**config.mk**
```make
export PLATFORM = sky130hd
export DESIGN_NAME = irsq_ctrl
export DESIGN_NICKNAME = d
export VERILOG_FILES = /design/src/rtl/core/indexed_random_set_queue_defines.svh /design/src/rtl/core/irsq_pkg.sv /design/src/rtl/core/irsq_ctrl.sv
export SDC_FILE = /design/constraint.sdc
export NUM_CORES = 1
export LEC_CHECK = 0
export BUFFER_PORTS_ARGS = -buffer_cell sky130_fd_sc_hd__buf_4
export CORE_AREA = 2 2 39 41
export DETAILED_ROUTE_END_ITERATION = 7
export DIE_AREA = 0 0 41 43
export GPL_TIMING_DRIVEN = 0
export SYNTH_ARGS = -nofsm -noshare
export SYNTH_HDL_FRONTEND = slang
export SYNTH_SLANG_ARGS = --single-unit
```
**constraint.sdc**
```tcl
create_clock -name clock -period 1.52 [get_ports clock]
set_clock_uncertainty 0.15 [all_clocks]
set_input_delay 0.456 -clock clock [delete_from_list [all_inputs] [get_ports clock]]
set_output_delay 0.456 -clock clock [all_outputs]
set_load 0.05 [all_outputs]
```
**src/rtl/core/indexed_random_set_queue_defines.svh**
```systemverilog
// ----------------------------------------------------------------------------
// indexed random set queue assertion macros
// shared property wrappers for the checks at the end of the top level
// ----------------------------------------------------------------------------
`ifndef INDEXED_RANDOM_SET_QUEUE_DEFINES_SVH
`define INDEXED_RANDOM_SET_QUEUE_DEFINES_SVH

// consequent must hold in the same cycle as the antecedent
`define IRSQ_ASSERT_SAME(label, clk, rst, ante, cons) \
   label: assert property (@(posedge clk) disable iff (rst) (ante) |-> (cons)) \
      else $error("irsq same-cycle check failed");

// consequent must hold in the cycle after the antecedent
`define IRSQ_ASSERT_NEXT(label, clk, rst, ante, cons) \
   label: assert property (@(posedge clk) disable iff (rst) (ante) |=> (cons)) \
      else $error("irsq next-cycle check failed");

`endif

```
**src/rtl/core/irsq_pkg.sv**
```systemverilog
// ----------------------------------------------------------------------------
// irsq_pkg
// types, codes and constants shared by the indexed random set queue
// ----------------------------------------------------------------------------
package irsq_pkg;

   // field widths of the request and response words
   localparam int CMD_W   = 2;
   localparam int IDX_W   = 8;
   localparam int RND_W   = 16;
   localparam int STAT_W  = 2;
   localparam int CNT_W   = 9;

   // number of distinct index codes the index field can carry
   localparam int IDX_SPACE = 2 ** IDX_W;

   // default number of slots
   localparam int SLOTS_DEFAULT = 256;

   // command codes
   typedef enum logic [CMD_W-1:0] {
      CMD_ENQ   = 2'd0,
      CMD_DEL   = 2'd1,
      CMD_DEQ   = 2'd2,
      CMD_QUERY = 2'd3
   } cmd_type;

   // response status codes
   typedef enum logic [STAT_W-1:0] {
      STAT_OK     = 2'd0,
      STAT_DUP    = 2'd1,
      STAT_ABSENT = 2'd2,
      STAT_EMPTY  = 2'd3
   } status_type;

   // controller states
   typedef enum logic [1:0] {
      ST_IDLE,
      ST_LOOKUP,
      ST_PICK,
      ST_COMMIT
   } state_type;

   // request word
   typedef struct packed {
      cmd_type            command;
      logic [IDX_W-1:0]   index;
      logic [RND_W-1:0]   random;
   } req_word_type;

   // response word
   typedef struct packed {
      logic [IDX_W-1:0]   picked_index;
      status_type         status;
      logic               present;
      logic [CNT_W-1:0]   member_count;
      logic               empty_res;
   } rsp_word_type;

   // controller to datapath commands
   typedef struct packed {
      logic load;
      logic lookup;
      logic pick;
      logic commit;
   } ctrl_cmd_type;

   // datapath to controller status
   typedef struct packed {
      logic is_dequeue;
      logic out_busy;
   } dp_stat_type;

endpackage

```
**src/rtl/core/irsq_ctrl.sv**
```systemverilog
// ----------------------------------------------------------------------------
// irsq_ctrl
// command sequencer: accept, table lookup, optional pick read, commit
// ----------------------------------------------------------------------------
module irsq_ctrl (
   input  logic                   clock,
   input  logic                   reset,
   input  logic                   req_valid,
   output logic                   req_stall,
   input  irsq_pkg::dp_stat_type  dp_stat,
   output irsq_pkg::ctrl_cmd_type ctrl_cmd
);

   import irsq_pkg::*;

   state_type state_ff;
   state_type state_in;

   // state register
   always_ff @(posedge clock) begin
      if (reset) begin
         state_ff <= ST_IDLE;
      end else begin
         state_ff <= state_in;
      end
   end

   // next state
   always_comb begin
      state_in = state_ff;
      unique case (state_ff)
         ST_IDLE: begin
            if (req_valid) state_in = ST_LOOKUP;
         end
         ST_LOOKUP: begin
            state_in = dp_stat.is_dequeue ? ST_PICK : ST_COMMIT;
         end
         ST_PICK: begin
            state_in = ST_COMMIT;
         end
         ST_COMMIT: begin
            if (!dp_stat.out_busy) state_in = ST_IDLE;
         end
         default: begin
            state_in = ST_IDLE;
         end
      endcase
   end

   // outputs; no word is taken while reset is held
   always_comb begin
      req_stall       = 1'b1;
      ctrl_cmd        = '0;
      unique case (state_ff)
         ST_IDLE: begin
            req_stall     = reset;
            ctrl_cmd.load = req_valid && !reset;
         end
         ST_LOOKUP: begin
            ctrl_cmd.lookup = 1'b1;
         end
         ST_PICK: begin
            ctrl_cmd.pick = 1'b1;
         end
         ST_COMMIT: begin
            ctrl_cmd.commit = !dp_stat.out_busy;
         end
         default: begin
            req_stall = 1'b1;
         end
      endcase
   end

endmodule

```
==> flow_summary.json <==
{
  "grt_pass1_vias": 235,
  "power_frac_comb_pct": 78.8,
  "finalWorstSetupSlack_ns": -0.3440,
  "cts.sinks": 2,
  "p_clk_share_pct": 10.9,
  "synth_commonest_cells": "ha_1, inv_1, dfxtp_1, nor2_1",
  "clk_pin_slew_ns": 0.03,
  "fmax_mhz": 536.5,
  "grt_pass1_wl_um": 910,
  "yosysUniqueCellTypes": 14,
  "die_h_um": 43,
  "drtAntennaViolNets": 0,
  "synthArstFlopShare_pct": 0,
  "ctsHoldBuffers": 0,
  "critPathRequiredTime_ns": 0.91,
  "critPathMaxFanout": 2,
  "min_period_ns": 1.864,
  "p_leak_uw": 0.0001962,
  "hold_viol": 0,
  "fin_area_um2": 456.7,
  "clockRootBuffer": "clkbuf_4",
  "cts_buffers": 3,
  "setup-violations-final": 6,
  "yosysSeqAreaShare_pct": 21.05,
  "antenna_found_initial": 0,
  "status": "complete, but fails checks",
  "internal_power_uw": 612.7,
  "drv_cap": 0,
  "synth_top_area_cell": "ha_1",
  "pwr-share-seq_pct": 10.2,
  "synth_ff_type": "dfxtp_1",
  "die_w_um": 41,
  "nets": 50,
  "swShare_pct": 44.79,
  "rsz0062_at_grt": "yes",
  "finalCritPeriodShare_pct": 122.6,
  "insertedDiodeCount": 0,
  "reg_top3": "state_ff: 2 flops",
  "grt_start_max_net_pins": 5,
  "worst-endpoint-arrival_ns": 1.26,
  "maxSlewViolCount": 0,
  "cts_tree": "done",
  "drive_gt1_share_pct": 87.18,
  "worstSetupEndpointType": "primary output",
  "largest_reg_flops": 2,
  "place_area_um2": 305.3,
  "num_rows": 14,
  "synth_nets": 31,
  "grt_usage_pct": 8.609,
  "power.density_nw_per_um2": 2430,
  "avgSynthCellArea_um2": 8.645,
  "synth_area_um2": 190.2,
  "firstDrtPassIters": 2,
  "gp_congestion": 0.6369,
  "clock_latency_ns": 0.23,
  "yosysTopAreaCellShare_pct": 26.32,
  "violations": "setup timing",
  "initial_core_util_pct": 13.74,
  "synth_seq_cells": 2,
  "io_pins": 10,
  "worst_pin_slew_ns": 0.2870,
  "syn_to_final_growth_pct": 140.1,
  "wl_um": 654,
  "switchingPower_uw": 497.2,
  "netlist_instances": 22,
  "num_vias": 223,
  "ir_worst_vdd_mv": 0.4848,
  "cts-htree-levels": 1,
  "drcViolationCount": 0,
  "port_buffers": 9,
  "whs_ns": 0.2629,
  "grt_overflow": 0,
  "max_slew_margin_pct": 80.87,
  "drtIter0Drc": 1,
  "core_area_um2": 1384,
  "synth_area_leaders": "ha_1, dfxtp_1, inv_1",
  "max-clock-path-buffers": 2,
  "crit_type": "reg -> out",
  "synth_edf_count": 0,
  "top_register": "state_ff",
  "post_drt_via_cell_ratio": 4.055,
  "worstSetupStartpointType": "flip-flop",
  "synth_warnings": 0,
  "wire_per_inst_um": 11.89,
  "dieArea_um2": 1763,
  "hold_class": "in -> reg"
}
through the flow:
| step | setup TNS (ns) | std cells | utilization, % | power, uW | setup slack (ns) |
|---|---|---|---|---|---|
| after floorplan | -0.2663 | 22 | - | 528.0 | -0.2623 |
| after global placement | -0.3521 | 47 | 22.06 | 634.3 | -0.1998 |
| after detailed placement | -0.3698 | 47 | 22.06 | 643.4 | -0.2067 |
| after CTS | -1.246 | 55 | 31.28 | 1005 | -0.3548 |
| after global routing | -1.508 | 55 | 33.00 | 1177 | -0.3833 |
| final | -1.276 | 55 | 33.00 | 1110 | -0.3440 |
worst max-delay path: stages (launching register included):
cell	delay (ns)
dfxtp_4	0.34
inv_4	0.06
ha_4	0.12
or2b_4	0.27
nor2_4	0.08
buf_6	0.15
layout by cell type (no fill, tap or decap):
cell type	count
inv_1	2
inv_2	1
o21ai_0	1
or3b_4	1
nor2b_4	1
dfxtp_2	1
buf_8	3
buf_4	10
clkbuf_4	3
ha_4	3
dfxtp_4	1
a2111oi_4	1
nor2_1	1
nor2_4	1
or2b_4	1
ha_2	1
and2b_2	1
inv_4	1
nor3b_2	1
buf_6	1
and2_4	1
o31ai_1	1
a21oi_2	1
repair_timing:
action	CTS	global route
pin swaps	2	1
setup endpoints to repair	5	7
gates resized for setup	17	4
setup buffers	5	0
gates cloned	0	0
metal layers:
metal / up-vias / part of all wire [%] / GRT usage [%]
met5: - / 0 / 0
met4: 0 / 0.76 / 8.000
met3: 2 / 6.1 / 4.712
met2: 9 / 65 / 13.75
met1: 104 / 28 / 6.688
li1: 108 / - / -
layout make-up:
class                   count  area (um^2)
flip-flops and latches      2        45.04
repair buffers             14        131.4
clock buffers               3        22.52
well taps                  16        20.02
inverters                   4        17.52
multi-input cells          16        220.2
fillers                   140        927.1
power by group through the flow:
stage,Combinational (uW),Clock [uW],Sequential [uW]
2_1_floorplan,416,0,112
3_3_place_gp,516,0,118
3_5_place_dp,525,0,118
4_1_cts,766,125,113
5_1_grt,929,130,117
6_report,875,121,114
worst paths after layout:
kind | from | end | slack, ns | cells after the start
max | state_ff[0]$_SDFFE_PP0P_ | ctrl_cmd[3] | -0.34 | 5
min | reset | state_ff[0]$_SDFFE_PP0P_ | 0.26 | 2
max reg2reg | state_ff[0]$_SDFFE_PP0P_ | state_ff[1]$_SDFFE_PP0P_ | -0.04 | 5
min reg2reg | state_ff[1]$_SDFFE_PP0P_ | state_ff[1]$_SDFFE_PP0P_ | 0.53 | 3
cells by family after synthesis:
family | Yosys count | share of synthesized area (%)
buf+inv | 4 | 7.892
simple gates | 8 | 30.93
compound gates | 4 | 13.81
flops | 2 | 21.05
fa+ha+maj | 4 | 26.32
(Power assumes the default switching activity.)
